### config.mk
export PLATFORM = sky130hd
export DESIGN_NAME = hex_record_encoder_top
export DESIGN_NICKNAME = d
export VERILOG_FILES = /design/src/rtl/hre_pkg.sv /design/src/rtl/hre_front.sv /design/src/rtl/hre_queue.sv /design/src/rtl/hre_back.sv /design/src/rtl/hex_record_encoder_top.sv
export SDC_FILE = /design/constraint.sdc
export NUM_CORES = 1
export LEC_CHECK = 0
export BUFFER_PORTS_ARGS = -buffer_cell sky130_fd_sc_hd__buf_2
export CORE_ASPECT_RATIO = 0.8
export CORE_MARGIN = 3
export CORE_UTILIZATION = 62
export DETAILED_ROUTE_END_ITERATION = 12
export PLACE_DENSITY_LB_ADDON = 0.2
export SLEW_MARGIN = 25
export SYNTH_ARGS = -nofsm -noshare
export SYNTH_HDL_FRONTEND = slang
export SYNTH_HIERARCHICAL = 1
export SYNTH_SLANG_ARGS = --single-unit
### constraint.sdc
create_clock -name clock -period 6.1 [get_ports clock]
set_input_delay 1.22 -clock clock [delete_from_list [all_inputs] [get_ports clock]]
set_output_delay 1.22 -clock clock [all_outputs]
set_load 0.05 [all_outputs]
### src/rtl/hre_pkg.sv
`default_nettype none
// ----------------------------------------------------------------------------
// hre_pkg: shared types and constants of the hex record encoder
// Holds the format codes, register indexes, character codes and the job
// descriptor that travels from the front end to the back end.
// ----------------------------------------------------------------------------
package hre_pkg;

   // record formats, as held after decoding the format register
   typedef enum logic [1:0] {
      FMT_SREC  = 2'd0,
      FMT_INTEL = 2'd1,
      FMT_TEK   = 2'd2
   } fmt_type;

   // configuration register indexes
   localparam int        CSR_IDX_W  = 1;
   localparam logic [CSR_IDX_W-1:0] CSR_FORMAT = 1'b0;
   localparam logic [CSR_IDX_W-1:0] CSR_OFFSET = 1'b1;

   // largest byte count an S2 record can carry
   localparam logic [7:0] S_MAX_COUNT = 8'd251;

   // characters
   localparam logic [7:0] CH_NEWLINE = 8'h0A;
   localparam logic [7:0] CH_S       = 8'h53;
   localparam logic [7:0] CH_TWO     = 8'h32;
   localparam logic [7:0] CH_EIGHT   = 8'h38;
   localparam logic [7:0] CH_COLON   = 8'h3A;
   localparam logic [7:0] CH_SLASH   = 8'h2F;

   // one decoded item: everything the back end needs to emit its characters
   typedef struct packed {
      fmt_type     fmt;
      logic        term;     // end record
      logic        has_hdr;  // record header comes first
      logic        has_trl;  // checksum and newline close the record
      logic        err;
      logic [7:0]  data;
      logic [7:0]  count;    // effective count, zero for end records
      logic [23:0] addr;     // address as printed
   } job_type;

   // uppercase hex digit of a nibble
   function automatic logic [7:0] hex_char(input logic [3:0] nib);
      logic [7:0] c;
      if (nib < 4'd10) begin
         c = 8'h30 + {4'h0, nib};
      end else begin
         c = 8'h37 + {4'h0, nib};
      end
      return c;
   endfunction

endpackage

`default_nettype wire

### src/rtl/hre_front.sv
`default_nettype none
// ----------------------------------------------------------------------------
// hre_front: item intake and classification
// Holds the configuration registers, the running address and the count of
// bytes left in the record; turns each accepted item into a job descriptor.
// ----------------------------------------------------------------------------
module hre_front
   import hre_pkg::*;
(
   input  wire logic                 clock,
   input  wire logic                 reset,
   // configuration
   input  wire logic                 csr_write_en,
   input  wire logic [CSR_IDX_W-1:0] csr_index,
   input  wire logic [31:0]          csr_wdata,
   // items in
   input  wire logic                 req_valid,
   output      logic                 req_stall,
   input  wire logic                 req_kind,
   input  wire logic [7:0]           req_data_byte,
   input  wire logic [7:0]           req_record_count,
   // jobs out
   input  wire logic                 queue_full,
   output      logic                 push,
   output      job_type              push_job
);

   fmt_type     format_ff;
   logic [31:0] offset_ff;
   logic [31:0] addr_ff, addr_in;
   logic [7:0]  remain_ff, remain_in;

   logic        rem_zero;
   logic [7:0]  cnt_eff;
   logic        cnt_err;
   logic [31:0] s_addr;

   assign req_stall = queue_full;
   assign push      = req_valid && !queue_full;

   always_comb begin
      rem_zero = (remain_ff == 8'd0);
      cnt_eff  = (req_record_count == 8'd0) ? 8'd1 : req_record_count;
      cnt_err  = (req_record_count == 8'd0) ||
                 ((format_ff == FMT_SREC) && (cnt_eff > S_MAX_COUNT));
      s_addr   = addr_ff + offset_ff;

      push_job.fmt = format_ff;
      addr_in      = addr_ff;
      remain_in    = remain_ff;

      if (req_kind) begin
         push_job.term    = 1'b1;
         push_job.has_hdr = 1'b1;
         push_job.has_trl = 1'b0;
         push_job.err     = !rem_zero;
         push_job.data    = 8'h00;
         push_job.count   = 8'h00;
         push_job.addr    = (format_ff == FMT_SREC) ? offset_ff[23:0] : 24'h0;
         addr_in          = 32'h0;
         remain_in        = 8'h00;
      end else begin
         push_job.term    = 1'b0;
         push_job.has_hdr = rem_zero;
         push_job.has_trl = rem_zero ? (cnt_eff == 8'd1) : (remain_ff == 8'd1);
         push_job.err     = rem_zero && cnt_err;
         push_job.data    = req_data_byte;
         push_job.count   = cnt_eff;
         push_job.addr    = (format_ff == FMT_SREC) ? s_addr[23:0]
                                                    : {8'h00, addr_ff[15:0]};
         if (rem_zero) begin
            addr_in   = addr_ff + {24'h0, cnt_eff};
            remain_in = cnt_eff - 8'd1;
         end else begin
            remain_in = remain_ff - 8'd1;
         end
      end
   end

   always_ff @(posedge clock) begin
      if (reset) begin
         format_ff <= FMT_SREC;
         offset_ff <= 32'h0;
         addr_ff   <= 32'h0;
         remain_ff <= 8'h00;
      end else begin
         if (csr_write_en) begin
            if (csr_index == CSR_FORMAT) begin
               if (csr_wdata[1:0] == FMT_SREC) begin
                  format_ff <= FMT_SREC;
               end else if (csr_wdata[1:0] == FMT_INTEL) begin
                  format_ff <= FMT_INTEL;
               end else begin
                  format_ff <= FMT_TEK;
               end
            end else begin
               offset_ff <= csr_wdata;
            end
         end
         if (push) begin
            addr_ff   <= addr_in;
            remain_ff <= remain_in;
         end
      end
   end

endmodule

`default_nettype wire

### src/rtl/hre_queue.sv
`default_nettype none
// ----------------------------------------------------------------------------
// hre_queue: job queue between front and back end
// A small circular buffer of job descriptors.
// ----------------------------------------------------------------------------
module hre_queue
   import hre_pkg::*;
#(
   parameter int DEPTH = 2
)
(
   input  wire logic    clock,
   input  wire logic    reset,
   input  wire logic    push,
   input  wire job_type push_job,
   output      logic    full,
   input  wire logic    pop,
   output      logic    head_valid,
   output      job_type head_job
);

   localparam int PTR_W = (DEPTH > 1) ? $clog2(DEPTH) : 1;
   localparam int CNT_W = $clog2(DEPTH + 1);
   localparam logic [PTR_W-1:0] LAST_PTR = PTR_W'(DEPTH - 1);
   localparam logic [CNT_W-1:0] FULL_CNT = CNT_W'(DEPTH);

   job_type          slot_ff [DEPTH];
   logic [PTR_W-1:0] wr_ptr_ff, rd_ptr_ff;
   logic [CNT_W-1:0] count_ff;

   assign full       = (count_ff == FULL_CNT);
   assign head_valid = (count_ff != '0);
   assign head_job   = slot_ff[rd_ptr_ff];

   always_ff @(posedge clock) begin
      if (push) begin
         slot_ff[wr_ptr_ff] <= push_job;
      end
   end

   always_ff @(posedge clock) begin
      if (reset) begin
         wr_ptr_ff <= '0;
         rd_ptr_ff <= '0;
         count_ff  <= '0;
      end else begin
         if (push) begin
            wr_ptr_ff <= (wr_ptr_ff == LAST_PTR) ? '0 : wr_ptr_ff + 1'b1;
         end
         if (pop) begin
            rd_ptr_ff <= (rd_ptr_ff == LAST_PTR) ? '0 : rd_ptr_ff + 1'b1;
         end
         count_ff <= count_ff + CNT_W'(push) - CNT_W'(pop);
      end
   end

endmodule

`default_nettype wire

### src/rtl/hre_back.sv
`default_nettype none
// ----------------------------------------------------------------------------
// hre_back: character sequencer
// Walks one job at a time through prefix, header pairs, data pair, trailer
// pair and newline, one character per cycle unless stalled; keeps the checksum.
// ----------------------------------------------------------------------------
module hre_back
   import hre_pkg::*;
(
   input  wire logic       clock,
   input  wire logic       reset,
   input  wire logic       head_valid,
   input  wire job_type    head_job,
   output      logic       pop,
   output      logic       rsp_valid,
   input  wire logic       rsp_stall,
   output      logic [7:0] rsp_ascii_char,
   output      logic       rsp_run_last,
   output      logic       rsp_error
);

   typedef enum logic [4:0] {
      PH_PRE = 5'b00001,
      PH_HDR = 5'b00010,
      PH_DAT = 5'b00100,
      PH_TRL = 5'b01000,
      PH_NL  = 5'b10000
   } phase_type;

   logic       cur_valid_ff, cur_valid_in;
   job_type    cur_ff, cur_in;
   phase_type  phase_ff, phase_in;
   logic       digit_ff, digit_in;
   logic [1:0] pair_ff, pair_in;
   logic [7:0] cs_ff, cs_in;
   logic       rsp_valid_ff;
   logic [7:0] char_ff;
   logic       last_ff, err_ff;

   logic       out_free, advance, is_last;
   logic [7:0] pair_byte, char_now, contrib;

   assign rsp_valid      = rsp_valid_ff;
   assign rsp_ascii_char = char_ff;
   assign rsp_run_last   = last_ff;
   assign rsp_error      = err_ff;

   assign out_free = !rsp_valid_ff || !rsp_stall;
   assign advance  = cur_valid_ff && out_free;

   // byte shown by the current pair
   always_comb begin
      pair_byte = 8'h00;
      case (phase_ff)
         PH_HDR: begin
            case (cur_ff.fmt)
               FMT_SREC: begin
                  case (pair_ff)
                     2'd0:    pair_byte = cur_ff.count + 8'd4;
                     2'd1:    pair_byte = cur_ff.addr[23:16];
                     2'd2:    pair_byte = cur_ff.addr[15:8];
                     default: pair_byte = cur_ff.addr[7:0];
                  endcase
               end
               FMT_INTEL: begin
                  case (pair_ff)
                     2'd0:    pair_byte = cur_ff.count;
                     2'd1:    pair_byte = cur_ff.addr[15:8];
                     2'd2:    pair_byte = cur_ff.addr[7:0];
                     default: pair_byte = {7'h00, cur_ff.term};
                  endcase
               end
               default: begin
                  case (pair_ff)
                     2'd0:    pair_byte = cur_ff.addr[15:8];
                     2'd1:    pair_byte = cur_ff.addr[7:0];
                     2'd2:    pair_byte = cur_ff.count;
                     default: pair_byte = cur_ff.term ? 8'h00 : cs_ff;
                  endcase
               end
            endcase
         end
         PH_DAT: begin
            if (!cur_ff.term) begin
               pair_byte = cur_ff.data;
            end else if (cur_ff.fmt == FMT_SREC) begin
               pair_byte = ~cs_ff;
            end else begin
               pair_byte = 8'hFF;
            end
         end
         PH_TRL: begin
            case (cur_ff.fmt)
               FMT_SREC:  pair_byte = ~cs_ff;
               FMT_INTEL: pair_byte = 8'h00 - cs_ff;
               default:   pair_byte = cs_ff;
            endcase
         end
         default: pair_byte = 8'h00;
      endcase
   end

   // character, last flag and checksum contribution
   always_comb begin
      case (phase_ff)
         PH_PRE: begin
            case (cur_ff.fmt)
               FMT_SREC:  char_now = !digit_ff ? CH_S :
                                     (cur_ff.term ? CH_EIGHT : CH_TWO);
               FMT_INTEL: char_now = CH_COLON;
               default:   char_now = CH_SLASH;
            endcase
         end
         PH_HDR, PH_DAT, PH_TRL: begin
            char_now = digit_ff ? hex_char(pair_byte[3:0]) : hex_char(pair_byte[7:4]);
         end
         default: char_now = CH_NEWLINE;
      endcase

      is_last = (phase_ff == PH_NL) ||
                ((phase_ff == PH_DAT) && digit_ff && !cur_ff.term && !cur_ff.has_trl);

      if (cur_ff.fmt == FMT_TEK) begin
         contrib = {4'h0, pair_byte[7:4]} + {4'h0, pair_byte[3:0]};
      end else begin
         contrib = pair_byte;
      end
   end

   // sequencing
   always_comb begin
      phase_in     = phase_ff;
      digit_in     = digit_ff;
      pair_in      = pair_ff;
      cs_in        = cs_ff;
      pop          = head_valid && (!cur_valid_ff || (advance && is_last));
      cur_in       = pop ? head_job : cur_ff;
      cur_valid_in = cur_valid_ff;

      if (advance) begin
         case (phase_ff)
            PH_PRE: begin
               if ((cur_ff.fmt == FMT_SREC) && !digit_ff) begin
                  digit_in = 1'b1;
               end else begin
                  phase_in = PH_HDR;
                  digit_in = 1'b0;
                  pair_in  = 2'd0;
               end
            end
            PH_HDR: begin
               if (!digit_ff) begin
                  digit_in = 1'b1;
               end else begin
                  digit_in = 1'b0;
                  // Tek header check restarts the sum for the data
                  if ((cur_ff.fmt == FMT_TEK) && (pair_ff == 2'd3)) begin
                     cs_in = 8'h00;
                  end else begin
                     cs_in = cs_ff + contrib;
                  end
                  if (pair_ff == 2'd3) begin
                     phase_in = ((cur_ff.fmt == FMT_TEK) && cur_ff.term) ? PH_NL : PH_DAT;
                  end else begin
                     pair_in = pair_ff + 2'd1;
                  end
               end
            end
            PH_DAT: begin
               if (!digit_ff) begin
                  digit_in = 1'b1;
               end else begin
                  digit_in = 1'b0;
                  cs_in    = cs_ff + contrib;
                  if (cur_ff.term) begin
                     phase_in = PH_NL;
                  end else if (cur_ff.has_trl) begin
                     phase_in = PH_TRL;
                  end
               end
            end
            PH_TRL: begin
               if (!digit_ff) begin
                  digit_in = 1'b1;
               end else begin
                  digit_in = 1'b0;
                  phase_in = PH_NL;
               end
            end
            PH_NL: begin
               cs_in = 8'h00;
            end
            default: phase_in = PH_PRE;
         endcase
         if (is_last) begin
            cur_valid_in = 1'b0;
         end
      end

      // load the next job
      if (pop) begin
         cur_valid_in = 1'b1;
         phase_in     = head_job.has_hdr ? PH_PRE : PH_DAT;
         digit_in     = 1'b0;
         pair_in      = 2'd0;
         if (head_job.has_hdr) begin
            cs_in = 8'h00;
         end
      end
   end

   always_ff @(posedge clock) begin
      cur_ff <= cur_in;
      if (advance) begin
         char_ff <= char_now;
         last_ff <= is_last;
         err_ff  <= cur_ff.err;
      end
   end

   always_ff @(posedge clock) begin
      if (reset) begin
         cur_valid_ff <= 1'b0;
         phase_ff     <= PH_PRE;
         digit_ff     <= 1'b0;
         pair_ff      <= 2'd0;
         cs_ff        <= 8'h00;
         rsp_valid_ff <= 1'b0;
      end else begin
         cur_valid_ff <= cur_valid_in;
         phase_ff     <= phase_in;
         digit_ff     <= digit_in;
         pair_ff      <= pair_in;
         cs_ff        <= cs_in;
         if (advance) begin
            rsp_valid_ff <= 1'b1;
         end else if (!rsp_stall) begin
            rsp_valid_ff <= 1'b0;
         end
      end
   end

endmodule

`default_nettype wire

### src/rtl/hex_record_encoder_top.sv
`default_nettype none
// ----------------------------------------------------------------------------
// hex_record_encoder_top: ASCII hex record encoder
// Encodes image bytes as Motorola S2/S8, Intel hex or Tek-hex records, one
// character per result item.
// ----------------------------------------------------------------------------
//
//   channel   direction  handshake            payload
//   req_      in         req_valid/req_stall  req_kind, req_data_byte,
//                                             req_record_count
//   rsp_      out        rsp_valid/rsp_stall  rsp_ascii_char, rsp_run_last,
//                                             rsp_error
//   csr_      in         csr_write_en         csr_index, csr_wdata
//
// The back-end sequencer emits one character per cycle unless rsp_stall holds
// it; an item produces 2 characters for a byte inside a record, up to
// 15 for a byte that opens and closes a record, 10 to 13 for an end record.
// The front end takes an item per cycle while the job queue (QUEUE_DEPTH
// entries) has room; req_stall is high only when the queue is full.
// Reset is synchronous; it clears the format to S-record, the offset, the
// running address and the queue and sequencer control. No clearing pass.
// rsp_stall holds the output register; the sequencer and then the queue fill
// behind it before the input side sees a stall.
//
module hex_record_encoder_top
   import hre_pkg::*;
#(
   parameter int QUEUE_DEPTH = 2
)
(
   input  wire logic                 clock,
   input  wire logic                 reset,
   // configuration
   input  wire logic                 csr_write_en,
   input  wire logic [CSR_IDX_W-1:0] csr_index,
   input  wire logic [31:0]          csr_wdata,
   // items in
   input  wire logic                 req_valid,
   output      logic                 req_stall,
   input  wire logic                 req_kind,
   input  wire logic [7:0]           req_data_byte,
   input  wire logic [7:0]           req_record_count,
   // characters out
   output      logic                 rsp_valid,
   input  wire logic                 rsp_stall,
   output      logic [7:0]           rsp_ascii_char,
   output      logic                 rsp_run_last,
   output      logic                 rsp_error
);

   // front to queue
   logic    push;
   job_type push_job;
   logic    queue_full;
   // queue to back
   logic    pop;
   logic    head_valid;
   job_type head_job;

   // classify items, track address and record position
   hre_front u_front (
      .clock            (clock),
      .reset            (reset),
      .csr_write_en     (csr_write_en),
      .csr_index        (csr_index),
      .csr_wdata        (csr_wdata),
      .req_valid        (req_valid),
      .req_stall        (req_stall),
      .req_kind         (req_kind),
      .req_data_byte    (req_data_byte),
      .req_record_count (req_record_count),
      .queue_full       (queue_full),
      .push             (push),
      .push_job         (push_job)
   );

   // decouple intake from character output
   hre_queue #(
      .DEPTH (QUEUE_DEPTH)
   ) u_queue (
      .clock      (clock),
      .reset      (reset),
      .push       (push),
      .push_job   (push_job),
      .full       (queue_full),
      .pop        (pop),
      .head_valid (head_valid),
      .head_job   (head_job)
   );

   // emit characters, keep the checksum
   hre_back u_back (
      .clock          (clock),
      .reset          (reset),
      .head_valid     (head_valid),
      .head_job       (head_job),
      .pop            (pop),
      .rsp_valid      (rsp_valid),
      .rsp_stall      (rsp_stall),
      .rsp_ascii_char (rsp_ascii_char),
      .rsp_run_last   (rsp_run_last),
      .rsp_error      (rsp_error)
   );

endmodule

`default_nettype wire

* Word level (Yosys, flattened, before mapping)
Memory sizes are Yosys's and may differ from the RTL's. A register that Yosys moved wholly into a read port is not among the register bits. Index checks and enable logic that the tools add are counted.
Storage, ports and cells: register bits 143, latch bits 0, RAM bits 92, bits in read-only memories 0, input port bits 55, output and inout port bits 12, logic and storage cells 181, memories 1
Operators by class: add/sub/neg operators 17, multiply operators 0, div/mod/pow operators 0, magnitude comparators 3, equality and inequality tests 25, shift-type cells 0, multiplexer cells 65, bitwise operators 2, reduce and logical (&&, ||, !) cells 45
Memories:
- u_queue.slot_ff | words 2, width 46, rd ports 1, clocked after Yosys merged registers in 1, write ports 1, RTL line hre_queue.sv:27 | job_type slot_ff [DEPTH];
Operator list (number):
- 8-bit two-way mux | 17
- 8-bit one-hot mux with 3 select lines | 5
- 32-bit two-way mux | 2
- 8-bit one-hot mux with 2 select lines | 4
- 5-bit two-way mux | 10
- 24-bit two-way mux | 2
- 44-bit two-way mux | 1
- 32-bit by 8-bit adder with 32-bit output | 1
- 6-bit by 4-bit adder with 7-bit output, first input constant | 4
- 5-bit one-hot mux with 5 select lines | 1
- 24-bit adder | 1
- 8-bit by 1-bit == test with 1-bit output, second input constant | 2
- 8-bit zero test | 2
- 8-bit by 1-bit subtractor with 8-bit output, second input constant | 2
- 1-bit two-way mux | 14
- 1-bit logical AND | 12
- 3-bit by 2-bit != test with 1-bit output, second input constant | 4
- 2-bit nonzero test | 6
- 2-bit two-way mux | 5
- 2-bit AND reduction | 5
- 8-bit by 3-bit adder with 8-bit output, second input constant | 1
- 8-bit adder | 1
- 2-bit == test, second input constant | 4
- 8-bit greater-than comparator, second input constant | 1
- 30 further kinds | 50

* Longest topological paths before layout
Gate-level depths: netlist of the first run.
word-level depth 13, depth in mapped cells 24, gate-level depth less buffers 22

* By module
Netlist of the first run, hierarchy kept.
By module, submodules not included:
- hre_front | instances 1, cells an instance 676, area an instance 4974.8 sq um
- hre_back | instances 1, cells an instance 475, area an instance 4689.5 sq um
- hre_queue | instances 1, cells an instance 164, area an instance 3741.1 sq um

* Least setup slack after synthesis of the first run
No wires, ideal clock.
path type reg2reg, start register u_back.pair_ff[0], end register u_back.cs_ff[7], library setup time 116 ps, arrival time 4348 ps, required time 5984 ps, slack 1636 ps, stages on the path, launching flop included 23, path buffers 2, clock period less this slack 4464 ps, cells stage by stage dfxtp_1 -> inv_1 -> ha_1 -> clkbuf_1 -> buf_1 -> a221oi_1 -> a221oi_1 -> o311ai_0 -> o221a_2 -> inv_1 -> ha_1 -> ha_1 -> nor2_1 -> a21oi_1 -> ha_1 -> a21o_1 -> a21oi_1 -> nor2b_1 -> o21a_1 -> o41ai_1 -> xor2_1 -> a211oi_1 -> a41o_1
Between the ends: longest elaborated chain between the ends 13, elaborated cells on any way between the ends 20, those cells by class add/sub: 2; eq/ne: 3; mux: 13; reduce/logical: 2
Ends and longest elaborated chain:
- start, declared | RTL line hre_back.sv:34 | logic [1:0] pair_ff, pair_in;
- start signal, assigned | RTL line hre_back.sv:233 | pair_ff <= pair_in;
- 2-bit == test, or another cell as far along | RTL line hre_back.sv:58, hre_back.sv:66, hre_back.sv:74
- 8-bit one-hot mux with 3 select lines (on tied branches) | RTL line hre_back.sv:74, hre_back.sv:58, hre_back.sv:66
- 8-bit one-hot mux with 2 select lines | RTL line hre_back.sv:56 | case (cur_ff.fmt)
- 8-bit one-hot mux with 3 select lines | RTL line hre_back.sv:54 | case (phase_ff)
- 4-bit by 4-bit adder with 5-bit output | RTL line hre_back.sv:124 | contrib = {4'h0, pair_byte[7:4]} + {4'h0, pair_byte[3:0]};
- 8-bit two-way mux | RTL line hre_back.sv:123 | if (cur_ff.fmt == FMT_TEK) begin
- 8-bit adder | RTL line hre_back.sv:160, hre_back.sv:174
- 8-bit two-way mux | RTL line hre_back.sv:157 | if ((cur_ff.fmt == FMT_TEK) && (pair_ff == 2'd3)) begin
- 8-bit two-way mux | RTL line hre_back.sv:152 | if (!digit_ff) begin
- 8-bit one-hot mux with 3 select lines (*) | RTL line hre_back.sv:141 | case (phase_ff)
- 8-bit two-way mux (*) | RTL line hre_back.sv:140 | if (advance) begin
- 8-bit two-way mux | RTL line hre_back.sv:206 | if (head_job.has_hdr) begin
- 8-bit two-way mux (*) | RTL line hre_back.sv:201 | if (pop) begin
- end signal, assigned | RTL line hre_back.sv:234 | cs_ff <= cs_in;
- end, declared | RTL line hre_back.sv:35 | logic [7:0] cs_ff, cs_in;
Mark *: on every way between the ends. The rest lies on a longest branch, timed or not. A chain may end at the register's enable or synchronous reset.

* Final worst setup path of the first run
Same ends and word-level chain as after synthesis.

==> metrics, run 1 <==
Setup Fix Bufs, Post-CTS=0; power share of the clock group=0.273; peak supply drop=0.000243 V; IO Port Bufs=57; largest net degree at the start of global routing=47; die area=0.0234 mm²; synthesized net count=1429; Register-to-Register Path Depth=20; Tmin final=5.10 ns; Power Density=366 mW/mm²; count leader, synth=nand2_1; clk root buf=clkbuf_16; Hold Crit Depth=0; post-synth top area share=0.327; post-synthesis sequential area ratio=0.448; met1 Usage GRT=0.432; syn avg cell area=10.2 µm²; hpwl dp=23.3 mm; Crit Path Max Fanout=24; max-cap violations=0; # DRC=0; total grt overflow=0; slowest cell on the critical path=o311ai_0; crit path launch=u_back/pair_ff[0]; initial antenna violation count=1; Clock Skew=0.0197 ns; Fmax=196 MHz; quantity of hold-fixing buffers added after cts=0; hold endpoint=u_back/rsp_error; vias in the first global route=9548; Final period util=0.836; Final Routed Wirelength=33.0 mm; Worst Tran Pin Value=0.922 ns; CTS tree=yes; die height=138 µm; Max stage delay on crit path=0.53 ns; global routing usage on met2=0.411; Comb power frac=0.300; Setup TNS=0 ns; asr flop ratio synth=0; Distinct cells, synth=102; clk_lat worst skew=0.53 ns; DR vias/cell=6.50; total number of vias=10542; Flop pwr share=0.427; TritonCTS Sinks=227; gpl congestion=0.948; Yosys warning count=6; Iteration-0 DRC Markers=1139; switch share=0.340; site row count=47; H-tree depth=1; fin. max-slew vios=0; hold crit path type=register to register; clock slew at reported path FFs=0.06 ns; Layout Nets=1448; CP Capture Type=register; cts repair resizes=0; WP data required=6.51 ns; CTS Buffer Depth=3; Starting Density=0.640; CORE AREA=0.0209 mm²; # fillers=1581; Startpoint Class=register; register bit count reported by yosys=227; ys flop type=edfxtp_1; Worst R2R Start=u_back/pair_ff[0]; met3 Use GR=0.0568; I/O pin count=67; sw power=1.80 mW; crit path cell chain=inv_1 -> ha_1 -> a221oi_1 -> a221oi_1 -> o311ai_0 -> o221a_2 -> inv_1 -> ha_1 -> ha_1 -> nor2_1 -> a21oi_1 -> ha_1 -> a21o_1 -> a21oi_1 -> nor2b_1 -> o21a_1 -> o41ai_1 -> xor2_1 -> a211oi_1 -> a41o_1; GRT Util Overall=0.279; global-route wire length before repair=52.0 mm; Post-DRT Antenna Nets=0; Buffers & Inverters on Critical Path=2; crit-path most repeated cell=ha_1; mapped cell area=0.0134 mm²; top post-synthesis cells by area=edfxtp_1 (33%), dfxtp_1 (12%), ha_1 (5.2%); RSZ-0062 raised after global routing=false; leak pwr=5.41 nW; status=finished, final reports clean; Horiz. Die Dim=170 µm; GRT busiest layer=met1; Syn-to-layout area delta=7.98%; Crit Path Category=register to register; Internal=3.49 mW; Hold Path Origin=u_back/cur_ff[40]; final design utilization=0.691; first-pass iteration count of the detailed router=7; FF-to-FF End=u_back/cs_ff[7]; layout cells sized above 1=0.148; Final Hold Vio Count=0; TritonCTS Buffers=23; number of flops mapped to enable cells by yosys=146; FF-to-FF setup slack=1.00 ns; Commonest cells post-synth=nand2_1 (152), edfxtp_1 (146), a21oi_1 (114), dfxtp_1 (81), nor2_1 (79); CP top delay family=compound AO/OA/AOI/OAI gates; WL per Instance=20.4 µm; final setup fails=0; largest area contributor in the netlist=edfxtp_1; relative slew slack=0.386; cell count after synthesis=1315; arrival time worst endpoint=5.51 ns
==> worst max-delay path by stage <==
stage / cells after the start / slack [ns] / end
after floorplan: 22 / 1.64 / u_back/cs_ff[7]
after global placement: 20 / 1.11 / u_back/cs_ff[7]
after detailed placement: 20 / 1.04 / u_back/cs_ff[7]
after CTS: 20 / 0.98 / u_back/cs_ff[7]
after global routing: 20 / 0.59 / u_back/cs_ff[7]
final: 20 / 1.00 / u_back/cs_ff[7]
==> worst reg2reg max path: cells and delay by family, from the launching register on <==
family | cells | cell delay (ns)
xor gates and xnor gates | 1 | 0.24
and+or+nand+nor | 2 | 0.12
adders and majority gates | 4 | 1.27
DFF | 1 | 0.37
AOI/OAI and AO/OA | 11 | 2.81
buffers and inverters | 2 | 0.17
==> cells in the final DEF (no fill, tap or decap), types with 14 or more instances in the layout <==
cell type	Yosys	layout
a21oi_1	114	114
nor2_1	79	79
buf_2	4	57
inv_1	39	38
mux2_4	40	40
nand2b_1	15	15
o21ai_0	64	64
a22oi_1	18	18
nor4_1	16	16
nor3_1	25	25
nand3b_1	14	14
dfxtp_1	81	80
edfxtp_1	146	146
nand4_1	17	17
clkbuf_16	0	23
a21o_1	16	16
nand2_1	152	152
ha_1	56	56
nand3_1	23	23
xnor2_1	41	41
nor2b_1	30	29
==> per-stage QoR <==
| stage | instance area [µm²] | total power [mW] | hold slack [ns] | setup slack [ns] | cells |
|---|---|---|---|---|---|
| 2_1_floorplan | 13400 | 3.48 | 0.400 | 1.64 | 1315 |
| 3_3_place_gp | 13700 | 3.79 | 0.420 | 1.11 | 1577 |
| 3_5_place_dp | 13700 | 3.84 | 0.424 | 1.04 | 1577 |
| 4_1_cts | 14500 | 5.30 | 0.439 | 0.978 | 1619 |
| 5_1_grt | 14500 | 5.54 | 0.448 | 0.590 | 1620 |
| 6_report | 14500 | 5.29 | 0.437 | 1.00 | 1621 |
==> layout make-up <==
cell class	count	area, µm²	share of cell area
antenna	1	2.50	0.000173
clock buffer	27	601	0.0415
clock inverter	15	174	0.0120
inverter	42	163	0.0112
multi-input combinational	970	6800	0.470
sequential	227	6010	0.415
tap	269	337	0.0233
timing repair buffer	70	390	0.0270
==> registers in the layout, summed over array words and instances, names as in the netlist, named ones only <==
| register | cells |
|---|---|
| u_back/cs_ff | 8 |
| u_back/rsp_valid | 1 |
| u_back/rsp_ascii_char | 7 |
| u_back/phase_ff | 5 |
| u_back/digit_ff | 1 |
| u_back/rsp_error | 1 |
| u_queue/wr_ptr_ff | 1 |
| u_queue/rd_ptr_ff | 1 |
| u_front/addr_ff | 24 |
| u_back/cur_ff | 45 |
| u_front/offset_ff | 24 |
| u_back/rsp_run_last | 1 |
| u_queue/slot_ff | 92 |
| u_front/format_ff | 2 |
| u_queue/count_ff | 2 |
| u_back/pair_ff | 2 |
| u_back/cur_valid_ff | 1 |
| u_front/remain_ff | 8 |
==> per-layer routing <==
metal,vias up,wire (µm)
li1,4975,-
met1,5075,15200
met2,448,14300
met3,44,3030
met4,0,435
met5,-,0
==> power groups by stage <==
| stage | Combinational (mW) | Clock (mW) | Sequential (mW) |
|---|---|---|---|
| final | 1.59 | 1.44 | 2.26 |
| after floorplan | 1.23 | 0 | 2.25 |
| after detailed placement | 1.55 | 0 | 2.29 |
| after CTS | 1.55 | 1.48 | 2.27 |
| after global placement | 1.52 | 0 | 2.28 |
| after global routing | 1.73 | 1.53 | 2.29 |
==> logic make-up after synthesis <==
group	after synthesis	synth area share
AND/OR/NAND/NOR	433	0.164
AO/OA/AOI/OAI	362	0.188
flip-flops	227	0.448
buffers and inverters	118	0.0456
adder cells (fa/ha/maj)	59	0.0567
multiplexers	59	0.0595
XOR/XNOR	56	0.0382
other	1	0.000280
Power figures use the tool's default switching activity.
==> inputs of run 2 (changes only) <==
--- a/config.mk
+++ b/config.mk
@@ -8,7 +8,7 @@
 export BUFFER_PORTS_ARGS = -buffer_cell sky130_fd_sc_hd__buf_2
 export CORE_ASPECT_RATIO = 0.8
 export CORE_MARGIN = 3
-export CORE_UTILIZATION = 62
+export CORE_UTILIZATION = 56
 export DETAILED_ROUTE_END_ITERATION = 12
 export PLACE_DENSITY_LB_ADDON = 0.2
 export SLEW_MARGIN = 25
==> constraint.sdc (replaced) <==
create_clock -name clock -period 4.5 [get_ports clock]
set_input_delay 0.9 -clock clock [delete_from_list [all_inputs] [get_ports clock]]
set_output_delay 0.9 -clock clock [all_outputs]
set_load 0.05 [all_outputs]
==> run 2 against run 1 <==
Critical path depth shrank 2. Combinational power grew 53%. Final cell count grew 6.8%. Die area grew 10%. Utilization shrank 2.3 points. Sequential share of layout area shrank 2.4 points. Sequential power grew 35%. Design area grew 6.2%. Routed wire length grew 5.5%. Setup slack lost 0.97 ns. Global-route usage shrank 1.6 points.
==> metrics, run 2 (synthesis results as in run 1) <==
total number of vias=10886; Post-DRT Antenna Nets=0; commonest cells after routing, fill and taps aside=nand2_1 (152), edfxtp_1 (146), a21oi_1 (112); status=finished, final reports clean; Clock Skew=0.0137 ns; Layout Nets=1522; GRT Util Overall=0.263; Tmin final=4.46 ns; Fmax=224 MHz; clk_lat worst skew=0.53 ns; leak pwr=5.81 nW; Fin Hold WS=0.445 ns; initial antenna violation count=1; Worst R2R Start=u_back/phase_ff[0]; Crit Path Max Fanout=7; Post-DP Area=0.0142 mm²; peak supply drop=0.000412 V; CP Capture Type=register; worst setup margin=0.0363 ns; fin cells=1732; largest net degree at the start of global routing=48; max-cap violations=0; Hold Crit Depth=0; total grt overflow=0; WL per Instance=20.1 µm; H-tree depth=1; relative slew slack=0.335; Register-to-Register Path Depth=18; Largest Register=u_queue/slot_ff; clk root buf=clkbuf_16; CTS Buffer Depth=3; site row count=49; FF-to-FF End=u_back/cs_ff[7]; finished layout cell area=0.0154 mm²; arrival time worst endpoint=4.89 ns; Power Density=490 mW/mm²; hold crit path type=register to register; hold endpoint=u_back/rsp_error; Startpoint Class=register; ant diodes=0; global-route wire length before repair=53.7 mm; most common cell after layout, fill and taps aside=nand2_1; Hold Path Origin=u_back/cur_ff[40]; crit path cell chain=or3_4 -> or3b_4 -> buf_4 -> o31ai_4 -> nor2_2 -> xnor2_2 -> ha_4 -> nor2_2 -> a21oi_2 -> ha_1 -> a21o_1 -> a21oi_2 -> nor2b_1 -> o21a_1 -> o41ai_2 -> xor2_1 -> a211oi_1 -> a41o_1; Top Registers=u_queue/slot_ff: 92 flops, u_back/cur_ff: 45 flops; TritonCTS Sinks=227; clock slew at reported path FFs=0.07 ns; # DRC=0; Starting Density=0.583; layout cells sized above 1=0.216; DR vias/cell=6.29; WP data required=4.93 ns; die height=144 µm; Horiz. Die Dim=179 µm; die area=0.0258 mm²; Final period util=0.992; crit path launch=u_back/phase_ff[0]; max reg flops=92; IO Port Bufs=57; final design utilization=0.669; final total power=7.54 mW; FF-to-FF setup slack=0.04 ns; Max stage delay on crit path=0.46 ns; Iteration-0 DRC Markers=1312; Crit Path Category=register to register; Worst Tran Pin Value=0.991 ns; I/O pin count=67; slowest cell on the critical path=or3b_4; CTS tree=yes; Inst Count DP=1671; hpwl dp=25.0 mm; first-pass iteration count of the detailed router=7; Syn-to-layout area delta=14.7%; CORE AREA=0.0230 mm²; vias in the first global route=9884; TritonCTS Buffers=24; Setup TNS=0 ns; Final Hold Vio Count=0; pre-CTS WS=-0.253 ns; final setup fails=0; gpl congestion=0.959; Final Routed Wirelength=34.8 mm; fin. max-slew vios=0
## run 2: worst max path at each step
stage | cells after the start | end | slack (ns)
CTS | 21 | u_back/cs_ff[7] | 0.03
global route | 20 | u_back/cs_ff[7] | -0.08
finish | 18 | u_back/cs_ff[7] | 0.04
floorplan | 22 | u_back/cs_ff[7] | 0.04
detailed placement | 21 | u_back/cs_ff[7] | -0.25
global placement | 20 | u_back/cs_ff[7] | -0.10
## run 2: per-layer routing
| layer | up-vias | track usage | wire length, µm |
|---|---|---|---|
| met5 | - | 0 | 0 |
| met4 | 0 | 0.0553 | 589 |
| met3 | 46 | 0.0457 | 3030 |
| met2 | 506 | 0.380 | 14900 |
| met1 | 5208 | 0.415 | 16300 |
| li1 | 5126 | - | - |
## run 2: area by class of cell
class	instances	area [µm²]
well taps	306	383
clock buffers	30	653
flip-flops and latches	227	6020
inverters	42	165
repair buffers	142	942
clock inverters	14	181
fillers	1794	7620
multi-input cells	971	7030
## run 2: report_power, final
group | switching, mW | internal [mW]
combinational | 1.42 | 1.01
clock | 0.838 | 1.21
sequential | 0.305 | 2.75
total | 2.57 | 4.97
## run 2: worst max-delay path: cells and delay by family (launching register included)
kind | cells | cell delay (ns)
buffers and inverters | 1 | 0.18
AO/OA/AOI/OAI | 8 | 1.56
XOR/XNOR | 2 | 0.54
AND/OR/NAND/NOR | 5 | 1.14
flip-flops | 1 | 0.36
adder cells (fa/ha/maj) | 2 | 0.57
## run 2: timing repair
action	CTS	global route
gates resized for setup	6	49
cloned	0	1
buffers inserted	0	16
pin swaps	1	33
endpoints found under the setup margin	1	2
hold buffers	0	0
==> inputs of run 3 (changes only) <==
--- a/config.mk
+++ b/config.mk
@@ -8,11 +8,11 @@
 export BUFFER_PORTS_ARGS = -buffer_cell sky130_fd_sc_hd__buf_2
 export CORE_ASPECT_RATIO = 0.8
 export CORE_MARGIN = 3
-export CORE_UTILIZATION = 56
+export CORE_UTILIZATION = 45
 export DETAILED_ROUTE_END_ITERATION = 12
 export PLACE_DENSITY_LB_ADDON = 0.2
+export SKIP_LAST_GASP = 1
 export SLEW_MARGIN = 25
 export SYNTH_ARGS = -nofsm -noshare
 export SYNTH_HDL_FRONTEND = slang
-export SYNTH_HIERARCHICAL = 1
 export SYNTH_SLANG_ARGS = --single-unit
==> run 3 against run 2 <==
Critical path depth is the same. Hold slack lost 0.024 ns. Global-route usage shrank 5.2 points. Combinational power shrank 10%. Via count shrank 8.4%. Register-to-register slack gained 0.02 ns. Largest cell class unchanged. Largest power group unchanged.
==> metrics, run 3 <==
syn avg cell area=9.87 µm²; WP data required=4.95 ns; CORE AREA=0.0274 mm²; FF-to-FF End=u_back.cs_ff[7]; Worst R2R Start=u_back.pair_ff[1]; H-tree depth=1; met3 Use GR=0.0311; Final period util=0.987; Distinct cells, synth=81; Tmin final=4.44 ns; layout cells sized above 1=0.194; count leader, synth=nand2_1; gpl congestion=0.887; commonest cells after routing, fill and taps aside=nand2_1 (151), edfxtp_1 (146), a21oi_1 (122); top post-synthesis cells by area=edfxtp_1 (35%), dfxtp_1 (13%), ha_1 (5.5%); initial antenna violation count=0; GRT busiest layer=met2; TritonCTS Buffers=24; Post-DP Area=0.0137 mm²; Top Registers=u_queue.slot_ff: 92 flops, u_back.cur_ff: 45 flops; cell count after synthesis=1281; most common cell after layout, fill and taps aside=nand2_1; multi-input logic area=0.00632 mm²; peak supply drop=0.000389 V; ant diodes=0; met1 Usage GRT=0.315; Crit Path Category=register to register; Fmax=225 MHz; hpwl dp=23.5 mm; Startpoint Class=register; Final Hold Vio Count=0; Layout Nets=1496; max-cap violations=0; Crit Path Max Fanout=4; Iteration-0 DRC Markers=921; Comb power frac=0.302; total grt overflow=0; hold crit path type=register to register; Yosys warning count=0; vias in the first global route=9487; switch share=0.329; final setup fails=0; quantity of hold-fixing buffers added after cts=0; CP Capture Type=register; global-route wire length before repair=52.1 mm; register bit count reported by yosys=227; largest area contributor in the netlist=edfxtp_1; finished layout cell area=0.0147 mm²; WL per Instance=18.3 µm; post-synthesis sequential area ratio=0.475; clk root buf=clkbuf_16; Register-to-Register Path Depth=18; # DRC=0; clk_lat worst skew=0.51 ns; GRT Util Overall=0.212; die height=156 µm; crit path launch=u_back.pair_ff[1]; final total power=7.23 mW; TritonCTS Sinks=227; CTS tree=yes; FF-to-FF setup slack=0.06 ns; status=finished, final reports clean; first-pass iteration count of the detailed router=10; post-synth top area share=0.347; Worst Tran Pin Value=0.938 ns; Final Routed Wirelength=32.3 mm; ys flop type=edfxtp_1; die area=0.0302 mm²; site row count=54; DR vias/cell=5.66; Setup crit end=u_back.cs_ff[7]; max reg flops=92; clock slew at reported path FFs=0.07 ns; leak pwr=5.50 nW; asr flop ratio synth=0; Internal=4.85 mW; RSZ-0062 raised after global routing=true; Flop pwr share=0.416; Syn-to-layout area delta=16.2%; number of flops mapped to enable cells by yosys=146; fin. max-slew vios=0; power share of the clock group=0.282; largest net degree at the start of global routing=47; relative slew slack=0.366; # fillers=2511; global routing usage on met2=0.329; total number of vias=9971; Largest Register=u_queue.slot_ff; FF+latch area=0.00601 mm²; Commonest cells post-synth=nand2_1 (151), edfxtp_1 (146), a21oi_1 (127), nor2_1 (101), dfxtp_1 (81); IO Port Bufs=57; Power Density=492 mW/mm²; Clock Skew=0.0140 ns; synthesized net count=1396; sw power=2.38 mW; mapped cell area=0.0126 mm²; Post-DRT Antenna Nets=0; arrival time worst endpoint=4.89 ns; Horiz. Die Dim=193 µm; CTS Buffer Depth=3; Starting Density=0.461; I/O pin count=67
==> run 3: cell types whose count changed in the layout (fill, tap and decap cells not counted), sizes merged, moves of 8 or more <==
cell	before	now
nand3	23	31
a22oi	18	10
xnor2	42	32
nor2	80	103
a21oi	115	129
nand4	18	5
nor4	17	9
==> run 3: cells by family (layout without fill, tap and decap cells) <==
logic type / Yosys count / after routing / share of synthesized area
mux: 70 / 70 / 0.0604
fa+ha+maj: 60 / 60 / 0.0617
buf+inv: 113 / 231 / 0.0364
compound gates: 328 / 328 / 0.167
xor+xnor: 45 / 45 / 0.0312
flops: 227 / 227 / 0.475
other cells: 1 / 1 / 0.000297
simple gates: 437 / 437 / 0.168
==> run 3: stage by stage <==
stage / hold slack [ns] / worst slack, ns / setup TNS [ns] / util / cells
after floorplan: 0.400 / 0.0174 / 0 / - / 1281
after global placement: 0.407 / -0.0534 / -0.0534 / 0.499 / 1714
after detailed placement: 0.409 / -0.117 / -0.117 / 0.499 / 1714
after CTS: 0.423 / 0.00691 / 0 / 0.531 / 1759
after global routing: 0.429 / -0.126 / -0.126 / 0.536 / 1763
final: 0.421 / 0.0599 / 0 / 0.536 / 1763
==> run 3: worst min-delay path by stage <==
stage	startpoint	endpoint	slack [ns]	cells after the start
CTS	u_back.cur_ff[40]	u_back.rsp_error	0.42	0
floorplan	u_back.cur_ff[40]	u_back.rsp_error	0.40	0
detailed placement	u_back.cur_ff[40]	u_back.rsp_error	0.41	0
global placement	u_back.cur_ff[40]	u_back.rsp_error	0.41	0
global route	u_back.cur_ff[40]	u_back.rsp_error	0.43	0
finish	u_back.cur_ff[40]	u_back.rsp_error	0.42	0
==> run 3: final cells by class <==
| type | instances | area share |
|---|---|---|
| Clock buffer | 31 | 0.0448 |
| Tap cell | 364 | 0.0310 |
| Multi-Input combinational cell | 941 | 0.430 |
| Sequential cell | 227 | 0.409 |
| Inverter | 52 | 0.0133 |
| Clock inverter | 13 | 0.0110 |
| Timing Repair Buffer | 135 | 0.0609 |
==> run 3: timing repair <==
| action | 4_1_cts | 5_1_grt |
|---|---|---|
| resized for setup | 11 | 19 |
| pin swaps | 5 | 18 |
| endpoints found under the setup margin | 1 | 2 |
| setup buffers | 1 | 3 |
==> run 3: power groups by stage <==
| stage | registers, mW | clock network (mW) | logic, mW |
|---|---|---|---|
| CTS | 3.00 | 2.09 | 2.14 |
| floorplan | 3.03 | 0 | 1.39 |
| finish | 3.01 | 2.04 | 2.18 |
| global route | 3.04 | 2.18 | 2.40 |
| global placement | 3.03 | 0 | 2.08 |
| detailed placement | 3.03 | 0 | 2.11 |
==> run 3: per-layer routing <==
layer  wire length [µm]  vias to the layer above
met5                  0                        -
met4                643                        0
met3               1940                       44
met2              13900                      282
met1              15800                     4741
li1                   -                     4904
==> run 3: worst max-delay path: stages, from the launching register on <==
cell and delay, ns:
dfxtp_4 0.34, buf_4 0.14, ha_4 0.16, mux2_2 0.29, a221oi_2 0.32, o22ai_2 0.14, a211o_1 0.30, ha_2 0.20
fa_1 0.44, mux2_4 0.29, ha_1 0.27, a21o_1 0.16, a21oi_2 0.13, nor2b_1 0.06, o21a_1 0.18, o41a_1 0.41
xnor2_1 0.16, a311o_1 0.29, a21oi_2 0.11
